--- config.mk ---
export PLATFORM = sky130hd
export DESIGN_NAME = thresholded_extreme_k_mean
export DESIGN_NICKNAME = d
export VERILOG_FILES = /design/src/rtl/core/tkm_pkg.sv /design/src/rtl/core/thresholded_extreme_k_mean.sv /design/src/rtl/core/tkm_div.sv
export SDC_FILE = /design/constraint.sdc
export NUM_CORES = 2
export LEC_CHECK = 0
export BUFFER_PORTS_ARGS = -buffer_cell sky130_fd_sc_hd__buf_4
export CORE_MARGIN = 2
export CORE_UTILIZATION = 43
export DETAILED_ROUTE_END_ITERATION = 10
export SYNTH_ARGS = -nofsm -noshare
export SYNTH_HDL_FRONTEND = slang
export SYNTH_SLANG_ARGS = --single-unit
--- constraint.sdc ---
create_clock -name clock -period 16.2 [get_ports clock]
set_clock_uncertainty 0.1 [all_clocks]
set_input_delay 2.43 -clock clock [delete_from_list [all_inputs] [get_ports clock]]
set_output_delay 2.43 -clock clock [all_outputs]
set_load 0.01 [all_outputs]
--- src/rtl/core/tkm_pkg.sv ---
// Package for the thresholded extreme-K mean block: sizes, register
// indexes, word types and sequencer states. Depends on nothing.
`timescale 1ns / 1ps

package tkm_pkg;

   // List depth and derived widths
   localparam int MAX_KEEP = 64;
   localparam int KEEP_W   = $clog2(MAX_KEEP + 1);
   localparam int ADDR_W   = $clog2(MAX_KEEP);
   localparam int COORD_W  = 32;
   localparam int SUM_W    = COORD_W + ADDR_W + 1;
   localparam int MAG_W    = SUM_W - 1;
   localparam int STEP_W   = $clog2(MAG_W + 1);
   localparam int CSR_IDX_W = 2;

   // Configuration register indexes
   typedef enum logic [CSR_IDX_W-1:0] {
      CSR_Y_LIMIT       = 2'd0,
      CSR_KEEP_COUNT    = 2'd1,
      CSR_PICK_SMALLEST = 2'd2
   } csr_index_type;

   // Input word
   typedef struct packed {
      logic signed [COORD_W-1:0] point_x;
      logic signed [COORD_W-1:0] point_y;
      logic                      last_point;
   } req_word_type;

   // Result word
   typedef struct packed {
      logic signed [COORD_W-1:0] mean_x;
      logic [KEEP_W-1:0]         used_count;
   } rsp_word_type;

   // Request to the iterative divider
   typedef struct packed {
      logic                    start;
      logic signed [SUM_W-1:0] dividend;
      logic [KEEP_W-1:0]       divisor;
   } div_req_type;

   // Sequencer states
   typedef enum logic [3:0] {
      ST_IDLE,
      ST_SCAN_RD,
      ST_SCAN_CMP,
      ST_SHIFT_RD,
      ST_SHIFT_WR,
      ST_FINISH,
      ST_SUM_RD,
      ST_SUM_ACC,
      ST_DIV_WAIT,
      ST_EMIT
   } state_type;

endpackage

--- src/rtl/core/thresholded_extreme_k_mean.sv ---
// Thresholded extreme-K mean: top level with the list memory, the sequencer
// and the registers. Depends on tkm_pkg and tkm_div.
`timescale 1ns / 1ps
//
// Usage:
// - req_* takes one point word (x, y, last flag). A point with y below the
//   y_limit register is kept in a list of the keep_count smallest x values
//   (pick_smallest = 1) or largest (0); keep_count saturates at 64.
// - On the word flagged last, one rsp_* word carries the truncated mean of
//   the held values and their count (0 and 0 if nothing is held), and the
//   list is emptied for the next cloud.
// - csr_* writes a register (0 y_limit, 1 keep_count, 2 pick_smallest);
//   it is always ready. The user must write it only while the block is idle;
//   the block itself does not enforce this.
// Sequence: scan and shift share the list's one read port. A dropped point
//   skips the scan; any other is compared with the held values in order until
//   it finds its place or the end. If kept, the entries below move down one at
//   a time and the new x is written. A last point then sums the held values,
//   runs the bit-serial divider if any are held and loads the output register.
// Reset (synchronous) empties the list and loads the register defaults;
//   there is no clearing pass. A stalled receiver holds the result in the
//   output register; the next point is still accepted, and a following
//   result waits for the register to free up.

module thresholded_extreme_k_mean
   import tkm_pkg::*;
(
   input  logic                 clock,
   input  logic                 reset,
   input  logic                 req_valid,
   output logic                 req_ready,
   input  req_word_type         req_data,
   output logic                 rsp_valid,
   input  logic                 rsp_ready,
   output rsp_word_type         rsp_data,
   input  logic                 csr_valid,
   output logic                 csr_ready,
   input  logic [CSR_IDX_W-1:0] csr_index,
   input  logic [COORD_W-1:0]   csr_data
);

   // Configuration registers
   logic signed [COORD_W-1:0] y_limit_ff;
   logic [KEEP_W-1:0]         keep_count_ff;
   logic                      pick_smallest_ff;

   // Sequencer and work registers
   state_type                 state_ff, state_in;
   logic signed [COORD_W-1:0] x_ff, x_in;
   logic                      last_ff, last_in;
   logic [KEEP_W-1:0]         k_ff, k_in;
   logic [KEEP_W-1:0]         h_ff, h_in;
   logic [KEEP_W-1:0]         p_ff, p_in;
   logic [KEEP_W-1:0]         idx_ff, idx_in;
   logic [KEEP_W-1:0]         held_ff, held_in;
   logic [KEEP_W-1:0]         n_ff, n_in;
   logic signed [SUM_W-1:0]   sum_ff, sum_in;
   logic signed [COORD_W-1:0] mean_ff, mean_in;
   logic                      rsp_valid_ff, rsp_valid_in;
   rsp_word_type              rsp_data_ff, rsp_data_in;

   // List memory, one write and one registered read port
   logic signed [COORD_W-1:0] list_mem [MAX_KEEP];
   logic signed [COORD_W-1:0] rd_data_ff;
   logic [ADDR_W-1:0]         rd_addr;
   logic                      wr_en;
   logic [ADDR_W-1:0]         wr_addr;
   logic signed [COORD_W-1:0] wr_data;

   // Helpers
   logic [KEEP_W-1:0]         eff_k;
   logic [KEEP_W-1:0]         idx_dec;
   logic                      better_hit;
   logic [KEEP_W-1:0]         dec_idx;
   logic [KEEP_W-1:0]         dec_held;
   logic                      dec_drop;
   div_req_type               div_req;
   logic                      div_done;
   logic signed [COORD_W-1:0] div_quot;

   // Configuration writes
   assign csr_ready = 1'b1;

   always_ff @(posedge clock) begin
      if (reset) begin
         y_limit_ff       <= '0;
         keep_count_ff    <= KEEP_W'(1);
         pick_smallest_ff <= 1'b1;
      end else if (csr_valid && csr_ready) begin
         unique case (csr_index)
            CSR_Y_LIMIT:       y_limit_ff       <= csr_data;
            CSR_KEEP_COUNT:    keep_count_ff    <= csr_data[KEEP_W-1:0];
            CSR_PICK_SMALLEST: pick_smallest_ff <= csr_data[0];
            default:           ;
         endcase
      end
   end

   // Shared compare and insertion decision
   assign eff_k      = (keep_count_ff > KEEP_W'(MAX_KEEP)) ? KEEP_W'(MAX_KEEP) : keep_count_ff;
   assign idx_dec    = idx_ff - KEEP_W'(1);
   assign better_hit = pick_smallest_ff ? (x_ff < rd_data_ff) : (x_ff > rd_data_ff);
   assign dec_drop   = (p_ff >= k_ff);
   assign dec_idx    = (h_ff < k_ff) ? h_ff : (k_ff - KEEP_W'(1));
   assign dec_held   = (h_ff < k_ff) ? (h_ff + KEEP_W'(1)) : k_ff;

   // Sequencer next state and datapath
   always_comb begin
      state_in     = state_ff;
      x_in         = x_ff;
      last_in      = last_ff;
      k_in         = k_ff;
      h_in         = h_ff;
      p_in         = p_ff;
      idx_in       = idx_ff;
      held_in      = held_ff;
      n_in         = n_ff;
      sum_in       = sum_ff;
      mean_in      = mean_ff;
      rsp_valid_in = rsp_valid_ff && !rsp_ready;
      rsp_data_in  = rsp_data_ff;
      rd_addr      = p_ff[ADDR_W-1:0];
      wr_en        = 1'b0;
      wr_addr      = p_ff[ADDR_W-1:0];
      wr_data      = x_ff;
      div_req      = '{start: 1'b0, dividend: sum_ff, divisor: n_ff};
      req_ready    = 1'b0;

      unique case (state_ff) inside
         ST_IDLE: begin
            req_ready = 1'b1;
            if (req_valid) begin
               x_in    = req_data.point_x;
               last_in = req_data.last_point;
               k_in    = eff_k;
               h_in    = (held_ff < eff_k) ? held_ff : eff_k;
               p_in    = '0;
               state_in = ST_FINISH;
               if (req_data.point_y < y_limit_ff) begin
                  if (eff_k == '0) begin
                     held_in = '0;
                  end else begin
                     state_in = ST_SCAN_RD;
                  end
               end
            end
         end
         ST_SCAN_RD, ST_SCAN_CMP: begin
            // first place where the new x beats the held value, or the end
            if ((state_ff == ST_SCAN_RD && p_ff == h_ff) ||
                (state_ff == ST_SCAN_CMP && better_hit)) begin
               if (dec_drop) begin
                  held_in  = h_ff;
                  state_in = ST_FINISH;
               end else begin
                  idx_in   = dec_idx;
                  held_in  = dec_held;
                  state_in = ST_SHIFT_RD;
               end
            end else if (state_ff == ST_SCAN_RD) begin
               rd_addr  = p_ff[ADDR_W-1:0];
               state_in = ST_SCAN_CMP;
            end else begin
               p_in     = p_ff + KEEP_W'(1);
               state_in = ST_SCAN_RD;
            end
         end
         ST_SHIFT_RD: begin
            if (idx_ff == p_ff) begin
               wr_en    = 1'b1;
               wr_addr  = p_ff[ADDR_W-1:0];
               wr_data  = x_ff;
               state_in = ST_FINISH;
            end else begin
               rd_addr  = idx_dec[ADDR_W-1:0];
               state_in = ST_SHIFT_WR;
            end
         end
         ST_SHIFT_WR: begin
            // move one entry down a place
            wr_en    = 1'b1;
            wr_addr  = idx_ff[ADDR_W-1:0];
            wr_data  = rd_data_ff;
            idx_in   = idx_dec;
            state_in = ST_SHIFT_RD;
         end
         ST_FINISH: begin
            if (!last_ff) begin
               state_in = ST_IDLE;
            end else begin
               n_in     = (held_ff < k_ff) ? held_ff : k_ff;
               held_in  = '0;
               sum_in   = '0;
               idx_in   = '0;
               state_in = ST_SUM_RD;
            end
         end
         ST_SUM_RD: begin
            if (idx_ff == n_ff) begin
               if (n_ff == '0) begin
                  mean_in  = '0;
                  state_in = ST_EMIT;
               end else begin
                  div_req.start = 1'b1;
                  state_in      = ST_DIV_WAIT;
               end
            end else begin
               rd_addr  = idx_ff[ADDR_W-1:0];
               state_in = ST_SUM_ACC;
            end
         end
         ST_SUM_ACC: begin
            sum_in   = sum_ff + SUM_W'(rd_data_ff);
            idx_in   = idx_ff + KEEP_W'(1);
            state_in = ST_SUM_RD;
         end
         ST_DIV_WAIT: begin
            if (div_done) begin
               mean_in  = div_quot;
               state_in = ST_EMIT;
            end
         end
         ST_EMIT: begin
            if (!rsp_valid_ff || rsp_ready) begin
               rsp_valid_in = 1'b1;
               rsp_data_in  = '{mean_x: mean_ff, used_count: n_ff};
               state_in     = ST_IDLE;
            end
         end
         default: begin
            state_in = ST_IDLE;
         end
      endcase
   end

   // State and work registers
   always_ff @(posedge clock) begin
      if (reset) begin
         state_ff     <= ST_IDLE;
         held_ff      <= '0;
         rsp_valid_ff <= 1'b0;
      end else begin
         state_ff     <= state_in;
         held_ff      <= held_in;
         rsp_valid_ff <= rsp_valid_in;
      end
      x_ff        <= x_in;
      last_ff     <= last_in;
      k_ff        <= k_in;
      h_ff        <= h_in;
      p_ff        <= p_in;
      idx_ff      <= idx_in;
      n_ff        <= n_in;
      sum_ff      <= sum_in;
      mean_ff     <= mean_in;
      rsp_data_ff <= rsp_data_in;
   end

   // List memory
   always_ff @(posedge clock) begin
      if (wr_en) begin
         list_mem[wr_addr] <= wr_data;
      end
      rd_data_ff <= list_mem[rd_addr];
   end

   // Divider for the final mean
   tkm_div u_div (
      .clock    (clock),
      .reset    (reset),
      .div_req  (div_req),
      .div_done (div_done),
      .div_quot (div_quot)
   );

   assign rsp_valid = rsp_valid_ff;
   assign rsp_data  = rsp_data_ff;

`ifndef SYNTHESIS
   // the held count never exceeds the list depth
   assert property (@(posedge clock) disable iff (reset) held_ff <= KEEP_W'(MAX_KEEP))
      else $error("tkm: held count above depth");
   // an accepted point makes the block busy on the next cycle
   assert property (@(posedge clock) disable iff (reset) (req_valid && req_ready) |=> !req_ready)
      else $error("tkm: ready right after accept");
   // the divider reports only while the sequencer waits for it
   assert property (@(posedge clock) disable iff (reset) div_done |-> (state_ff == ST_DIV_WAIT))
      else $error("tkm: divider done out of sequence");
   // an empty result carries a zero mean
   assert property (@(posedge clock) disable iff (reset)
      (rsp_valid_ff && rsp_data_ff.used_count == '0) |-> (rsp_data_ff.mean_x == '0))
      else $error("tkm: nonzero mean with zero count");
`endif

endmodule

--- src/rtl/core/tkm_div.sv ---
// Iterative signed divider, one quotient bit per cycle, truncating toward zero.
// Depends on tkm_pkg for widths and the request struct.
`timescale 1ns / 1ps

module tkm_div
   import tkm_pkg::*;
(
   input  logic                      clock,
   input  logic                      reset,
   input  div_req_type               div_req,
   output logic                      div_done,
   output logic signed [COORD_W-1:0] div_quot
);

   logic              busy_ff, busy_in;
   logic              done_ff, done_in;
   logic              neg_ff, neg_in;
   logic [STEP_W-1:0] step_ff, step_in;
   logic [MAG_W-1:0]  q_ff, q_in;
   logic [KEEP_W-1:0] rem_ff, rem_in;
   logic [KEEP_W-1:0] dvs_ff, dvs_in;
   logic [KEEP_W:0]   trial;
   logic [SUM_W-1:0]  mag_full;
   logic [MAG_W-1:0]  q_signed;

   // Magnitude of the dividend and the restoring trial remainder
   assign mag_full = div_req.dividend[SUM_W-1] ? (-div_req.dividend) : div_req.dividend;
   assign trial    = {rem_ff, q_ff[MAG_W-1]};
   assign q_signed = neg_ff ? (-q_ff) : q_ff;

   always_comb begin
      busy_in = busy_ff;
      done_in = 1'b0;
      neg_in  = neg_ff;
      step_in = step_ff;
      q_in    = q_ff;
      rem_in  = rem_ff;
      dvs_in  = dvs_ff;
      if (div_req.start) begin
         busy_in = 1'b1;
         neg_in  = div_req.dividend[SUM_W-1];
         q_in    = mag_full[MAG_W-1:0];
         rem_in  = '0;
         dvs_in  = div_req.divisor;
         step_in = '0;
      end else if (busy_ff) begin
         // one restoring step: shift in a dividend bit, subtract if it fits
         if (trial >= {1'b0, dvs_ff}) begin
            rem_in = KEEP_W'(trial - {1'b0, dvs_ff});
            q_in   = {q_ff[MAG_W-2:0], 1'b1};
         end else begin
            rem_in = trial[KEEP_W-1:0];
            q_in   = {q_ff[MAG_W-2:0], 1'b0};
         end
         step_in = step_ff + STEP_W'(1);
         if (step_ff == STEP_W'(MAG_W - 1)) begin
            busy_in = 1'b0;
            done_in = 1'b1;
         end
      end
   end

   always_ff @(posedge clock) begin
      if (reset) begin
         busy_ff <= 1'b0;
         done_ff <= 1'b0;
      end else begin
         busy_ff <= busy_in;
         done_ff <= done_in;
      end
      neg_ff  <= neg_in;
      step_ff <= step_in;
      q_ff    <= q_in;
      rem_ff  <= rem_in;
      dvs_ff  <= dvs_in;
   end

   assign div_done = done_ff;
   assign div_quot = q_signed[COORD_W-1:0];

`ifndef SYNTHESIS
   // a start never lands on a running division
   assert property (@(posedge clock) disable iff (reset) div_req.start |-> !busy_ff)
      else $error("tkm_div: start while busy");
   // done only follows a running division
   assert property (@(posedge clock) disable iff (reset) done_in |-> busy_ff)
      else $error("tkm_div: done without a division");
   // the remainder stays below the divisor while running
   assert property (@(posedge clock) disable iff (reset)
      busy_ff && !div_req.start |=> (rem_ff < dvs_ff))
      else $error("tkm_div: remainder out of range");
`endif

endmodule

==> impl_metrics.py <==
metrics = {
    "outcome": {
        "status": "complete, no violations",
    },
    "finish": {
        "design_area_um2": 111000,
        "nets": 7377,
        "multi_input_area_um2": 26660,
        "instances_no_fill": 10350,
        "finish.utilization": 0.4884,
        "ff_latch_area_um2": 70210,
        "drive_gt1_frac": 0.1296,
        "fillers": 19310,
        "area_delta_synth_final_pct": 13.08,
    },
    "sta": {
        "fin_ws_ns": 9.474,
        "fin_tns_setup_ns": 0,
        "max_slew_margin": 0.1135,
        "finalCritPeriodShare": 0.4152,
        "worstMarginPinSlew_ns": 1.320,
        "rsz0062_at_grt": "false",
        "max_freq_ghz": 0.1487,
        "finalSetupViolCount": 0,
        "slew_viol_final": 0,
        "fin_crit_ns": 6.726,
        "final-hold-violation-count": 0,
    },
    "synthesis": {
        "synth_cells": 7001,
        "ys.flop_type": "edfxtp_1",
        "avgSynthCellArea_um2": 14.02,
        "synth_nets": 7249,
        "yosys-top-cells-count": "edfxtp_1, nand2_1, nor2_1",
        "synth-edff-count": 2272,
        "synthArstFlopShare": 0,
        "synth_cell_types": 91,
        "yosysWarnings": 0,
        "yosysTopAreaCellShare": 0.6950,
        "ys_seq_elements": 2371,
        "synth_largest_area_cell": "edfxtp_1",
        "synth.most_common_cell": "edfxtp_1",
        "synth_area_leaders": "edfxtp_1, nand2_1, mux4_2",
        "synthesis.area_um2": 98170,
        "ys_seq_area_frac": 0.7152,
    },
    "placement": {
        "place_worst_setup_slack_ns": 9.613,
        "gp_congestion": 0.8859,
        "place_inst": 9908,
        "io_buffer_count": 144,
        "placed_area_um2": 103600,
        "place_hpwl_mm": 175.9,
    },
    "clock_network": {
        "clk_pin_slew_ns": 0.06,
        "cts_setup_buffers": 0,
        "cts_buffers": 228,
        "clock_latency_ns": 0.90,
        "clockRootBuffer": "clkbuf_16",
        "clock_path_buffers": 3,
        "hold_buffers": 0,
        "postCtsResizedCells": 0,
        "cts_tree": "yes",
        "cts_max_level": 4,
        "cts_sinks": 2371,
    },
    "detailed_routing": {
        "post_drt_wl_per_cell_um": 29.28,
        "finalWirelength_mm": 303.0,
        "drtPass1Iterations": 6,
        "drc_errors": 0,
        "viasPerCell": 6.054,
        "vias": 62650,
        "drt_iter0_markers": 8434,
        "antenna_left": 0,
    },
    "pwr": {
        "comb_power_share": 0.367,
        "switching_share": 0.3919,
        "pwr-share-clk": 0.251,
        "ir_drop_mv": 0.1890,
        "p_switching_w": 0.008209,
        "powerDensity_nw_per_um2": 188.7,
        "leakagePower_nw": 37.36,
        "p_seq_frac": 0.382,
        "p_int_w": 0.01274,
    },
    "run": {
        "drv_cap": 0,
    },
    "global_route": {
        "grt_antenna_before_repair": 15,
        "grt_overflow_total": 0,
        "grt_max_degree": 179,
        "grt_usage": 0.2576,
        "grt_pass1_vias": 59700,
        "grt_pass1_wl_mm": 431.0,
    },
    "floorplanning": {
        "die_area_um2": 232100,
        "dieWidth_um": 481.8,
        "coreArea_um2": 227300,
        "num_rows": 175,
        "ios": 146,
        "start_util": 0.4319,
        "fp.dieH_um": 481.8,
    },
    "setup_path": {
        "critical-path-top-delay-family": "simple AND/OR/NAND/NOR gates",
        "crit_top_cell": "buf_4",
        "crit_type": "flip-flop to flip-flop",
        "cp_slowest_cell": "o21ai_0",
        "cp-start-kind": "flip-flop",
        "arrival_ns": 7.34,
        "path_max_fanout": 153,
        "crit_chain": "nor4bb_1, nor2_1, a21o_1, o21ai_4, buf_4, nand2_4, buf_4, buf_12, a211oi_1, a31oi_1, o21ai_0, nor3_1, or4_1",
        "required_ns": 16.82,
        "worstPathBufferInverterCount": 3,
        "cpPeakStageDelay_ns": 0.89,
        "worstSetupEndpointType": "flip-flop",
    },
    "worst_hold_path": {
        "hp-class": "flip-flop to flip-flop",
    },
}
==> power groups by stage <==
stage / Combinational [W] / Sequential [W] / Clock, W
final: 0.00769 / 0.00800 / 0.00525
after global routing: 0.00817 / 0.00800 / 0.00556
after CTS: 0.00758 / 0.00798 / 0.00531
after detailed placement: 0.00755 / 0.00811 / 0
after global placement: 0.00747 / 0.00811 / 0
after floorplan: 0.00474 / 0.00798 / 0
==> sequential cells by signal (all words and copies together) (netlist names), 32 cells and up <==
signal,flops
rd_data_ff,32
rsp_data,39
list_mem,2048
sum_ff,39
y_limit_ff,32
x_ff,32
u_div.q_ff,38
mean_ff,32
==> cell type report <==
cell class                 instances  area share
timing repair buffer             328     0.02286
tap                             3009     0.03392
antenna                           15   0.0003381
inverter                         113    0.003821
clock buffer                     284     0.05411
multi-input combinational       4087      0.2402
sequential                      2371      0.6325
clock inverter                   142     0.01233
==> stage by stage <==
step / total power [W] / hold WS, ns
global route: 0.02173 / 0.3212
global placement: 0.01558 / 0.3059
floorplan: 0.01272 / 0.3003
detailed placement: 0.01566 / 0.3045
CTS: 0.02087 / 0.3176
finish: 0.02095 / 0.3162
==> worst register-to-register path, cell delays in order, from the launching register on <==
cell	delay, ns
dfxtp_1	0.84
nor4bb_1	0.60
nor2_1	0.14
a21o_1	0.31
o21ai_4	0.17
buf_4	0.54
nand2_4	0.57
buf_4	0.55
buf_12	0.31
a211oi_1	0.75
a31oi_1	0.14
o21ai_0	0.89
nor3_1	0.13
or4_1	0.55
==> cell usage in the layout (no fill, tap or decap), types with 62 or more instances in the layout <==
cell type	count
a31oi_1	247
mux2i_1	92
clkbuf_16	229
xor2_1	99
a22oi_1	62
a32oi_1	67
dfxtp_1	99
inv_1	111
mux4_2	113
a211oi_1	232
edfxtp_1	2272
buf_4	322
nand3_1	206
nor2_4	63
o21ai_0	138
and3_1	247
a21oi_1	185
o22ai_1	75
nand2_1	1261
nor2_1	198
ha_1	142
==> final timing paths <==
check	start	to	slack, ns	cells past startpoint
worst min-delay path	mean_ff[3]	rsp_data[10]	0.32	0
worst max-delay path	state_ff[1]	rd_data_ff[14]	9.47	13
worst min register to register	mean_ff[3]	rsp_data[10]	0.32	0
worst max register to register	state_ff[1]	rd_data_ff[14]	9.47	13
==> routing by layer <==
layer / GRT usage / vias up / wire length (um) / part of all wire
met4: 0.1148 / 6 / 14640 / 0.048
met2: 0.3899 / 3255 / 135200 / 0.45
met3: 0.05454 / 557 / 32290 / 0.11
met1: 0.3585 / 31720 / 120900 / 0.40
li1: - / 27120 / - / -
met5: 0 / - / 39 / 0.00013
==> logic make-up (layout without fill, tap and decap cells) <==
group,count (synthesis),after routing,synth area share
xor gates and xnor gates,135,135,0.01204
adders and majority gates,144,144,0.01851
and+or+nand+nor,2258,2258,0.1030
muxes,222,222,0.03737
DFF,2371,2371,0.7152
other,1,16,0.00003820
buffers and inverters,543,867,0.02348
AOI/OAI and AO/OA,1327,1327,0.09038
No activity file was read; power rests on OpenSTA's default activity.
